[src/rtl/sci_pkg.sv]
// Package with the sizes and the shared cell control type of the sorted byte store.
`timescale 1ns / 1ps
package sci_pkg;

	localparam int CAPACITY = 32;
	localparam int CNT_W    = $clog2(CAPACITY + 1);
	localparam int IDX_W    = $clog2(CAPACITY);
	localparam int POS_W    = 5;

	typedef struct packed {
		logic       insert;
		logic       rotate;
		logic [7:0] new_char;
	} cell_ctl_t;

endpackage

[src/rtl/sorted_char_insert.sv]
// Top level of the sorted byte store: a ring of cells and the emission sequencer.
//
// A request on the input channel (in_valid, in_ready, new_char) carries one byte.
// In the cycle it is accepted the byte is placed into the ring of CAPACITY cells
// after any equal entries, every greater entry moving one cell up. The ring then
// rotates once round, CAPACITY steps, and cell 0 feeds the output register, so
// the stored entries leave in ascending order on the output channel with their
// position, last_entry on the final one and rejected_full when the store was
// full and the byte was dropped. An accepted request moves the state register to
// the rotation, and each emitting step loads the output register from cell 0; the
// ring moves a single cell per step.
// A stalled receiver holds the output register and halts the rotation; steps
// past the last valid entry need no output and proceed regardless.
// A new request is taken once the rotation has finished, even while the last
// result still waits. Reset empties the store; cell contents are not cleared.
`timescale 1ns / 1ps
module sorted_char_insert (
	input  logic                      clk,
	input  logic                      arst_n,
	input  logic                      in_valid,
	output logic                      in_ready,
	input  logic [7:0]                new_char,
	output logic                      out_valid,
	input  logic                      out_ready,
	output logic [7:0]                entry_value,
	output logic [sci_pkg::POS_W-1:0] entry_position,
	output logic                      last_entry,
	output logic                      rejected_full
);

	typedef enum logic {
		IDLE,
		ROTATE
	} state_t;

	state_t                    state_q;
	logic [sci_pkg::CNT_W-1:0] count_q;
	logic [sci_pkg::IDX_W-1:0] step_q;
	logic                      rej_q;
	logic                      out_valid_q;
	logic [7:0]                value_q;
	logic [sci_pkg::POS_W-1:0] pos_q;
	logic                      last_q;
	logic                      rejected_q;

	sci_pkg::cell_ctl_t ctl;
	logic               accept;
	logic               full;
	logic               emitting;
	logic               advance;
	logic [7:0]         values [sci_pkg::CAPACITY];
	logic               gts    [sci_pkg::CAPACITY];

	assign accept   = in_valid && in_ready;
	assign full     = count_q == sci_pkg::CNT_W'(sci_pkg::CAPACITY);
	assign emitting = (state_q == ROTATE) && (sci_pkg::CNT_W'(step_q) < count_q);
	assign advance  = (state_q == ROTATE) && (!emitting || !out_valid_q || out_ready);

	assign ctl.insert   = accept && !full;
	assign ctl.rotate   = advance;
	assign ctl.new_char = new_char;

	genvar i;
	generate
		for (i = 0; i < sci_pkg::CAPACITY; i++) begin : g_cell
			sci_cell u_cell (
				.clk        (clk),
				.ctl        (ctl),
				.valid      (sci_pkg::CNT_W'(i) < count_q),
				.tail       (sci_pkg::CNT_W'(i) == count_q),
				.prev_gt    ((i == 0) ? 1'b0 : gts[(i + sci_pkg::CAPACITY - 1) % sci_pkg::CAPACITY]),
				.prev_value (values[(i + sci_pkg::CAPACITY - 1) % sci_pkg::CAPACITY]),
				.next_value (values[(i + 1) % sci_pkg::CAPACITY]),
				.gt         (gts[i]),
				.value      (values[i])
			);
		end
	endgenerate

	always_ff @(posedge clk or negedge arst_n) begin
		if (!arst_n) begin
			state_q     <= IDLE;
			count_q     <= '0;
			step_q      <= '0;
			rej_q       <= 1'b0;
			out_valid_q <= 1'b0;
		end else begin
			if (advance && emitting) begin
				out_valid_q <= 1'b1;
			end else if (out_ready) begin
				out_valid_q <= 1'b0;
			end
			case (state_q)
				IDLE: begin
					if (accept) begin
						state_q <= ROTATE;
						step_q  <= '0;
						rej_q   <= full;
						if (!full) begin
							count_q <= count_q + sci_pkg::CNT_W'(1);
						end
					end
				end
				ROTATE: begin
					if (advance) begin
						if (step_q == sci_pkg::IDX_W'(sci_pkg::CAPACITY - 1)) begin
							state_q <= IDLE;
						end else begin
							step_q <= step_q + sci_pkg::IDX_W'(1);
						end
					end
				end
				default: begin
					state_q <= IDLE;
				end
			endcase
		end
	end

	always_ff @(posedge clk) begin
		if (advance && emitting) begin
			value_q    <= values[0];
			pos_q      <= sci_pkg::POS_W'(step_q);
			last_q     <= (sci_pkg::CNT_W'(step_q) + sci_pkg::CNT_W'(1)) == count_q;
			rejected_q <= rej_q;
		end
	end

	assign in_ready       = state_q == IDLE;
	assign out_valid      = out_valid_q;
	assign entry_value    = value_q;
	assign entry_position = pos_q;
	assign last_entry     = last_q;
	assign rejected_full  = rejected_q;

endmodule

[src/rtl/sci_cell.sv]
// One cell of the store: holds a byte, inserts new or lower-neighbour bytes, rotates down.
`timescale 1ns / 1ps
module sci_cell (
	input  logic               clk,
	input  sci_pkg::cell_ctl_t ctl,
	input  logic               valid,
	input  logic               tail,
	input  logic               prev_gt,
	input  logic [7:0]         prev_value,
	input  logic [7:0]         next_value,
	output logic               gt,
	output logic [7:0]         value
);

	logic [7:0] value_q;

	assign gt    = valid && (ctl.new_char < value_q);
	assign value = value_q;

	always_ff @(posedge clk) begin
		if (ctl.insert && (gt || tail)) begin
			value_q <= prev_gt ? prev_value : ctl.new_char;
		end else if (ctl.rotate) begin
			value_q <= next_value;
		end
	end

endmodule

[config.mk]
export PLATFORM = sky130hd
export DESIGN_NAME = sorted_char_insert
export DESIGN_NICKNAME = d
export VERILOG_FILES = /design/src/rtl/sci_pkg.sv /design/src/rtl/sorted_char_insert.sv /design/src/rtl/sci_cell.sv
export SDC_FILE = /design/constraint.sdc
export NUM_CORES = 1
export LEC_CHECK = 0
export BUFFER_PORTS_ARGS = -buffer_cell sky130_fd_sc_hd__buf_4
export CAP_MARGIN = 10
export CORE_UTILIZATION = 60
export CTS_BUF_LIST = sky130_fd_sc_hd__clkbuf_4
export DETAILED_ROUTE_END_ITERATION = 10
export GPL_ROUTABILITY_DRIVEN = 0
export MAX_ROUTING_LAYER = met4
export PLACE_DENSITY_LB_ADDON = 0.25
export REMOVE_ABC_BUFFERS = 1
export SYNTH_ARGS = -nofsm -noshare
export SYNTH_HDL_FRONTEND = slang
export SYNTH_SLANG_ARGS = --single-unit
[constraint.sdc]
create_clock -name clk -period 3.71 [get_ports clk]
set_input_delay 0.371 -clock clk [delete_from_list [all_inputs] [get_ports clk]]
set_output_delay 0.371 -clock clk [all_outputs]
set_load 0.1 [all_outputs]
After elaboration in Yosys (flattened, before gate mapping)
Index checks and enable logic that the tools add are counted.

Output and inout bits: 17. Logic and storage cells: 396. Register bits: 285.

Mux-type cells: 105. Eq/ne operators: 37. Bitwise logic cells: 2. $lt $le $gt $ge: 65. $add $sub $neg: 3. Reduce and logical (&&, ||, !) cells: 143.

Operators with widths (number): 2-to-1 mux 8 bit (95); less-than comparator 8 bit (32); equality test 5 x 6 -> 1 bit (first input constant) (16); less-than comparator 5 x 6 -> 1 bit (first input constant) (16); logical AND 1 bit (69); nonzero test 2 bit (33); equality test 4 x 6 -> 1 bit (first input constant) (8); less-than comparator 4 x 6 -> 1 bit (first input constant) (8); logical OR 1 bit (34); equality test 3 x 6 -> 1 bit (first input constant) (4); less-than comparator 3 x 6 -> 1 bit (first input constant) (4); 2-to-1 mux 5 bit (3); equality test 2 x 6 -> 1 bit (first input constant) (2); less-than comparator 1 x 6 -> 1 bit (first input constant) (2); less-than comparator 2 x 6 -> 1 bit (first input constant) (2); case mux 5 bit (2 select lines) (1); adder 5 x 1 -> 6 bit (second input constant) (1); adder 6 x 1 -> 6 bit (second input constant) (1); equality test 1 x 6 -> 1 bit (first input constant) (1); equality test 6 bit (1); equality test 6 bit (second input constant) (1); zero test 6 bit (1); less-than comparator 5 x 6 -> 1 bit (1); AND reduction 3 bit (2); 9 further kinds (17).

Logic depth before layout (Yosys ltp)
Gate-level depths: netlist of run 1.

Depth in word-level cells: 8. Gate-level depth with buffers: 12.

Hierarchy
A second synthesis of run 1 with hierarchy kept.

Cell total of the unflattened synthesis: 1958. Area, all modules: 25097.8 um^2.

Modules (own cells, without submodules): sci_cell (cells an instance 54, instances 32, sequential area each 240.2 um^2, area an instance 720.7 um^2); sorted_char_insert (cells an instance 230, instances 1, sequential area each 800.8 um^2, area an instance 2035.7 um^2).

Worst setup path after synthesis of run 1
No wires, ideal clock.

Path kind: register -> register. Start: register out_valid_q, in the netlist out_valid. End: register g_cell[11].u_cell.value_q[0], enable pin. Buffers on the path: 2. Cell stages (with the launch flop): 7. Period minus slack after synthesis: 2.708 ns. Arrival time: 2.351 ns. Setup time: 0.357 ns. Setup slack: 1.002 ns. Data required time: 3.353 ns. Cells stage by stage: dfrtp_1 -> nor2b_1 -> nand2b_1 -> o21ai_0 -> clkbuf_1 -> clkbuf_1 -> o21ai_0.

Longest elaborated chain between the ends: 5.

RTL lines: start: declaration (line sorted_char_insert.sv:40) `logic out_valid_q;`; start signal: assignment (line sorted_char_insert.sv:86) `out_valid_q <= 1'b0;`; start signal: assignment (line sorted_char_insert.sv:89) `out_valid_q <= 1'b1;`; start signal: assignment (line sorted_char_insert.sv:91) `out_valid_q <= 1'b0;`; zero test 1 bit (line sorted_char_insert.sv:57) `assign advance = (state_q == ROTATE) && (!emitting || !out_valid_q || out_ready);`; logical OR 1 bit (2 in series) (line sorted_char_insert.sv:57); logical AND 1 bit (line sorted_char_insert.sv:57); nonzero test 2 bit (no line); end signal: assignment (line sci_cell.sv:22) `value_q <= prev_gt ? prev_value : ctl.new_char;`; end signal: assignment (line sci_cell.sv:24) `value_q <= next_value;`; end: declaration (line sci_cell.sv:15) `logic [7:0] value_q;`.

Every way passes these cells. A chain may end at the register's enable or synchronous reset.

Worst setup path after layout of run 1
Start: register count_q[2] (netlist bit). End: register g_cell[28].u_cell.value_q[6], enable pin.

Longest elaborated chain between the ends: 7.

RTL lines: start: declaration (line sorted_char_insert.sv:37) `logic [sci_pkg::CNT_W-1:0] count_q;`; start signal: assignment (line sorted_char_insert.sv:100) `count_q <= count_q + sci_pkg::CNT_W'(1);`; less-than comparator 5 x 6 -> 1 bit (line sorted_char_insert.sv:56) `assign emitting = (state_q == ROTATE) && (sci_pkg::CNT_W'(step_q) < count_q);`; logical AND 1 bit (line sorted_char_insert.sv:56); zero test 1 bit (line sorted_char_insert.sv:57); logical OR 1 bit (2 in series) (line sorted_char_insert.sv:57); logical AND 1 bit (line sorted_char_insert.sv:57); nonzero test 2 bit (no line) (*); end signal: assignment (line sci_cell.sv:22); end signal: assignment (line sci_cell.sv:24); end: declaration (line sci_cell.sv:15).

Mark *: on every way between the ends. The rest lies on a longest branch, timed or not.

==> results.md, run 1 <==
* Top-level I/O count at 29
* Area growth syn-to-layout at 10.21%
* Worst-Margin Slew at 1.150 ns
* Setup crit end kind: flop
* Reg clk slew, reported paths at 0.06 ns
* Layout cells sized above 1 at 0.1627
* Worst EP arrival at 3.58 ns
* CTS tree: built
* Initial DRT Pass Iterations at 7
* Slowest stage cell, crit path: dfrtp_1
* Initial DRC Count at 1310
* Fin nets at 2313
* Crit path buf inv count at 0
* PortBufs at 28
* FFs w/ async S/R, synth at 0.04912
* Die W at 190.6 um
* Final instance area at 23510 um2
* Outcome: finished clean
* Gr ovfl total at 0
* Worst hold path class: in2async
* First-pass GRT wire length at 85400 um
* H-tree depth at 3
* # setup viols final at 0
* Detail Placement HPWL at 40080 um
* Clock Latency Late Sink at 0.76 ns
* Drt via density at 6.084
* Peak supply drop at 0.6764 mV
* Post-synthesis cell count at 1942
* Die height at 190.6 um
* CP delay by family, top: compound AO/OA/AOI/OAI gates
* Met3 Wirelength at 3429 um
* Initial core utilization at 0.6130
* DRT met1 WL at 24370 um
* EDFF count, synth at 271
* Antenna viol nets, final at 0
* Via count at 15710
* CTS Buf Count at 81
* Yosys cell types at 72
* Fmax achieved at 309.6 MHz
* Final Hold Fails at 0
* Site Rows at 68
* CTS Sinks at 285
* Final Core Density at 0.6756
* Dpl cell area at 22480 um2
* Highest routed layer: met4
* Mapped cell area at 21330 um2
* Synthesis Warnings at 0
* CP max stage delay at 0.78 ns
* # DRC at 0
* Core area at 34800 um2
* Setup TNS at 0 ns
* Power Total at 18.15 mW
* Met2 wire length at 25390 um
* Worst path cell trace: and2_1 > a31oi_1 > a211oi_1 > o31ai_2 > a21oi_4 > nand2b_1
* # fillers at 2603
* Final Max Slew Viols at 0
* Vias in the first global route at 15860
* Top FF cell, synth: edfxtp_1
* DP Cell Count at 2434
* Final Cycle Share at 0.8705
* Die area at 36310 um2
* Seq cells post-synth at 285
* Max-Slew Margin vs Limit at 0.2318
* Critical-path maximum fanout at 16
* CTS Buffer Depth at 3
* Root buffer cell: clkbuf_4
* Non-filler cells, final at 2582
* Worst endpoint required time at 4.06 ns
* RSZ-0062 raised after global routing: no
* Max Cap Viol at 0
* Synth Area per Inst at 10.99 um2
* Hold slack at 0.07421 ns
* Antenna violations before repair at 1
* Crit start category: flop
* Sequential cell area fraction in the yosys report at 0.3979
* Setup WS post-layout at 0.4805 ns
* Clock Skews at 0.07271 ns
* Minimum clock period at 3.230 ns
* All-Layer GR Usage at 0.3113
* Crit Path Category: reg2reg
* Cell Pwr Density at 771.9 nW/um2
* Dpl ws at 0.3737 ns
* Largest net degree at the start of global routing at 45
* Wirelength per Cell at 21.02 um
* Leakage power at 10.57 nW
* DRT Wirelength at 54280 um
## what timing repair did
action                    CTS  global route
resized for setup           0             0
buffers inserted            0             0
hold buffers                4             0
hold endpoints to repair   16             0
## flip-flops by register name (all words and copies together) (netlist names)
name                 count
out_valid                1
rejected_full            1
last_entry               1
state_q                  1
step_q                   5
rej_q                    1
entry_value              8
g_cell.u_cell.value    256
count_q                  6
entry_position           5
## power breakdown
part           leakage [nW]  switching [mW]  internal (mW)  total (mW)
clock network         0.601            1.44           1.47        2.91
logic                  7.14            5.29           3.50        8.80
registers              2.83           0.994           5.45        6.45
total                  10.6            7.73           10.4        18.1
## cells in the mapped netlist (8+ instances only)
library cell,n,share of area
mux2i_1,388,0.18
edfxtp_1,271,0.38
inv_1,240,0.042
ha_1,234,0.14
a21oi_1,92,0.022
nor2_1,85,0.015
nand2_1,82,0.014
o21ai_0,47,0.011
nand2b_1,44,0.013
buf_2,35,0.0082
clkbuf_1,32,0.0056
mux2_1,28,0.015
nand3_1,28,0.0066
mux2_2,24,0.013
nand4_1,24,0.0070
a21oi_4,21,0.016
a31oi_1,19,0.0056
o21ai_1,17,0.0040
a21o_1,16,0.0056
nor3_1,16,0.0038
a211oi_1,15,0.0053
dfrtp_1,14,0.016
buf_6,13,0.0069
a211o_1,10,0.0041
nor2b_1,10,0.0029
o31ai_1,10,0.0035
o211ai_1,9,0.0032
buf_4,8,0.0028
xnor2_1,8,0.0033
## final timing paths
kind / start / end / slack (ns) / cells after the start
max in group asynchronous: arst_n / count_q[2] / 2.73 / 3
setup reg to reg: count_q[2] / g_cell[28].u_cell.value[6] / 0.48 / 6
setup / recovery: count_q[2] / g_cell[28].u_cell.value[6] / 0.48 / 6
hold / removal: arst_n / state_q / 0.07 / 2
hold reg to reg: rej_q / rejected_full / 0.50 / 0
min in group clk: new_char[1] / g_cell[28].u_cell.value[1] / 0.34 / 3
## metal layers
layer | global-route usage | vias up
met1 | 0.4114 | 7698
met2 | 0.4955 | 526
met4 | 0.09785 | 0
met3 | 0.04251 | 87
li1 | - | 7399
met5 | - | -
## cells by family (layout without fill, tap and decap cells)
kind of cell | after synthesis | in the layout | share of synthesized area
other | 0 | 1 | 0
multiplexers | 444 | 444 | 0.2123
AND/OR/NAND/NOR | 330 | 330 | 0.07724
AO/OA/AOI/OAI | 308 | 308 | 0.1049
buffers and inverters | 331 | 515 | 0.06628
flip-flops | 285 | 285 | 0.3979
adder cells (fa/ha/maj) | 234 | 234 | 0.1372
XOR/XNOR | 10 | 10 | 0.004106
## cell usage in the layout (no fill, tap or decap), types with 19 or more instances in the layout
master	netlist	routed
mux2i_1	388	388
edfxtp_1	271	271
inv_1	240	240
ha_1	234	234
buf_4	8	121
clkbuf_4	0	119
a21oi_1	92	92
nor2_1	85	85
nand2_1	82	82
o21ai_0	47	46
nand2b_1	44	44
mux2_1	28	28
nand3_1	28	27
nand4_1	24	24
mux2_2	24	24
a21oi_4	21	21
a31oi_1	19	19
## cell type report
cell class | instances | area [um2] | share of cell area
tap | 455 | 569.3 | 0.02421
multi-input combinational | 1326 | 11500 | 0.4893
inverter | 242 | 908.4 | 0.03864
timing repair buffer | 131 | 1054 | 0.04481
clock buffer | 119 | 893.4 | 0.03800
antenna | 1 | 2.502 | 0.0001064
sequential | 285 | 8488 | 0.3610
clock inverter | 23 | 91.34 | 0.003885
Power figures use the tool's default switching activity.
==> run 2, diff against run 1 <==
--- a/config.mk
+++ b/config.mk
@@ -13,7 +13,6 @@
 export GPL_ROUTABILITY_DRIVEN = 0
 export MAX_ROUTING_LAYER = met4
 export PLACE_DENSITY_LB_ADDON = 0.25
-export REMOVE_ABC_BUFFERS = 1
 export SYNTH_ARGS = -nofsm -noshare
 export SYNTH_HDL_FRONTEND = slang
 export SYNTH_SLANG_ARGS = --single-unit
==> run 2 against run 1 <==
Maximum frequency rose by 0.75%; register-to-register slack improved by 0.02 ns; combinational power hardly changed; utilization is 0.14 points lower; sequential power hardly changed; design area decreased by 0.21%; sequential share of layout area grew 0.077 points; critical endpoint is now g_cell[28].u_cell.value[3].
==> results.md, run 2 (synthesis results as in run 1) <==
* DRT Wirelength at 55150 um
* CTS Buffer Depth at 3
* CTS Buf Count at 82
* Die area at 36310 um2
* Final Core Density at 0.6742
* Crit path buf inv count at 0
* CP delay by family, top: compound AO/OA/AOI/OAI gates
* Reg clk slew, reported paths at 0.07 ns
* Post-Syn Nets at 2188
* Worst-Margin Slew at 1.156 ns
* Critical-path maximum fanout at 18
* Vias in the first global route at 16380
* Root buffer cell: clkbuf_4
* All-Layer GR Usage at 0.3213
* Layout cells sized above 1 at 0.1609
* Worst endpoint required time at 4.13 ns
* Leading cell types in the layout, fill and taps excluded: 388 x mux2i_1, 271 x edfxtp_1, 240 x inv_1
* Final Max Slew Viols at 0
* Die height at 190.6 um
* Wirelength per Cell at 21.42 um
* Clock Skews at 0.05468 ns
* First-pass GRT wire length at 88030 um
* Cell Pwr Density at 775.2 nW/um2
* PortBufs at 28
* Fmax achieved at 312.0 MHz
* Slowest stage cell, crit path: dfrtp_1
* Worst hold path startpoint: new_char[3]
* DRT met1 WL at 24660 um
* Initial DRT Pass Iterations at 5
* Crit Path Category: reg2reg
* R2R depth at 6
* Hold endpoint: g_cell[30].u_cell.value[3]
* Post CTS Setup Buffer Count at 0
* Antenna violations before repair at 1
* Site Rows at 68
* # fillers at 2644
* Highest routed layer: met4
* Most common cell after layout, fill and taps aside: mux2i_1
* Final Hold Fails at 0
* Setup crit end kind: flop
* Via count at 15950
* Worst EP arrival at 3.63 ns
* Minimum clock period at 3.206 ns
* Crit start category: flop
* Initial core utilization at 0.6130
* Initial DRC Count at 1394
* Outcome: finished clean
* RSZ-0062 raised after global routing: no
* Worst hold stages at 3
* Clock Latency Late Sink at 0.77 ns
* Worst hold path class: in2reg
* # DRC at 0
* Met3 Wirelength at 3632 um
* RR Endpoint: g_cell[28].u_cell.value[3]
* Detail Placement HPWL at 40680 um
* Leakage power at 10.53 nW
* Setup TNS at 0 ns
* Max Cap Viol at 0
* Crit path depth at 6
* Max FFs per register at 256
* Met2 wire length at 25470 um
* # setup viols final at 0
* Die W at 190.6 um
* Final Cycle Share at 0.8640
* Top-level I/O count at 29
* R2r setup slk at 0.50 ns
* H-tree depth at 3
* Drt via density at 6.194
* Max-Slew Margin vs Limit at 0.2211
* Gr ovfl total at 0
* Fin nets at 2306
* Worst path cell trace: and2_1 > a31oi_1 > a211oi_1 > o31ai_2 > a21oi_4 > nand2b_1
* Peak supply drop at 0.7010 mV
* Area growth syn-to-layout at 9.977%
* CP max stage delay at 0.81 ns
* Antenna viol nets, final at 0
* Largest net degree at the start of global routing at 48
* RR Startpoint: count_q[2]
* Core area at 34800 um2
* CTS Sinks at 285
* CTS tree: built
run 2: per-stage QoR:
stage / instance area (um2) / worst slack, ns / std cells / total power [mW] / hold WS (ns)
final: 23460 / 0.5045 / 2575 / 18.19 / 0.2869
after CTS: 23460 / 0.5549 / 2574 / 18.11 / 0.2398
after floorplan: 21330 / 1.002 / 1942 / 12.57 / 0.07541
after detailed placement: 22390 / 0.3993 / 2426 / 15.13 / 0.2346
after global placement: 22390 / 0.4785 / 2426 / 14.75 / 0.2321
after global routing: 23460 / 0.2902 / 2575 / 19.36 / 0.2711
run 2: layout make-up:
cell class,instances,area [um2],share of cell area
antenna,1,2.502,0.0001067
inverter,242,908.4,0.03872
timing repair buffer,123,973.4,0.04149
sequential,285,8488,0.3618
clock buffer,127,953.4,0.04064
clock inverter,16,61.31,0.002613
tap,455,569.3,0.02427
multi-input combinational,1326,11500,0.4904
run 2: worst max-delay path by stage:
stage                     start                          to
finish               count_q[2]  g_cell[28].u_cell.value[3]
CTS                  count_q[2]  g_cell[28].u_cell.value[6]
floorplan             out_valid  g_cell[11].u_cell.value[0]
global placement    new_char[6]  g_cell[28].u_cell.value[5]
global route         count_q[2]  g_cell[11].u_cell.value[5]
detailed placement  new_char[2]   g_cell[1].u_cell.value[6]
run 2: power by group:
part           internal [mW]  switching (mW)  leakage, nW  total (mW)
Clock                   1.54            1.41        0.617        2.95
Combinational           3.47            5.33         7.09        8.80
Sequential              5.45           0.983         2.83        6.44
run 2: worst register-to-register path, stage by stage (launching register included):
cell and delay (ns):
dfrtp_1 0.81, and2_1 0.48, a31oi_1 0.18, a211oi_1 0.33, o31ai_2 0.25, a21oi_4 0.41, nand2b_1 0.41
run 2: repair_timing:
item | in CTS | in global routing
hold buffers | 5 | 0
hold endpoints to repair | 16 | 0
gates resized for setup | 0 | 0
run 2: routing by layer:
layer	track usage	vias up
met3	0.04840	108
met1	0.4286	7869
li1	-	7394
met4	0.1043	0
met5	-	-
met2	0.5024	578
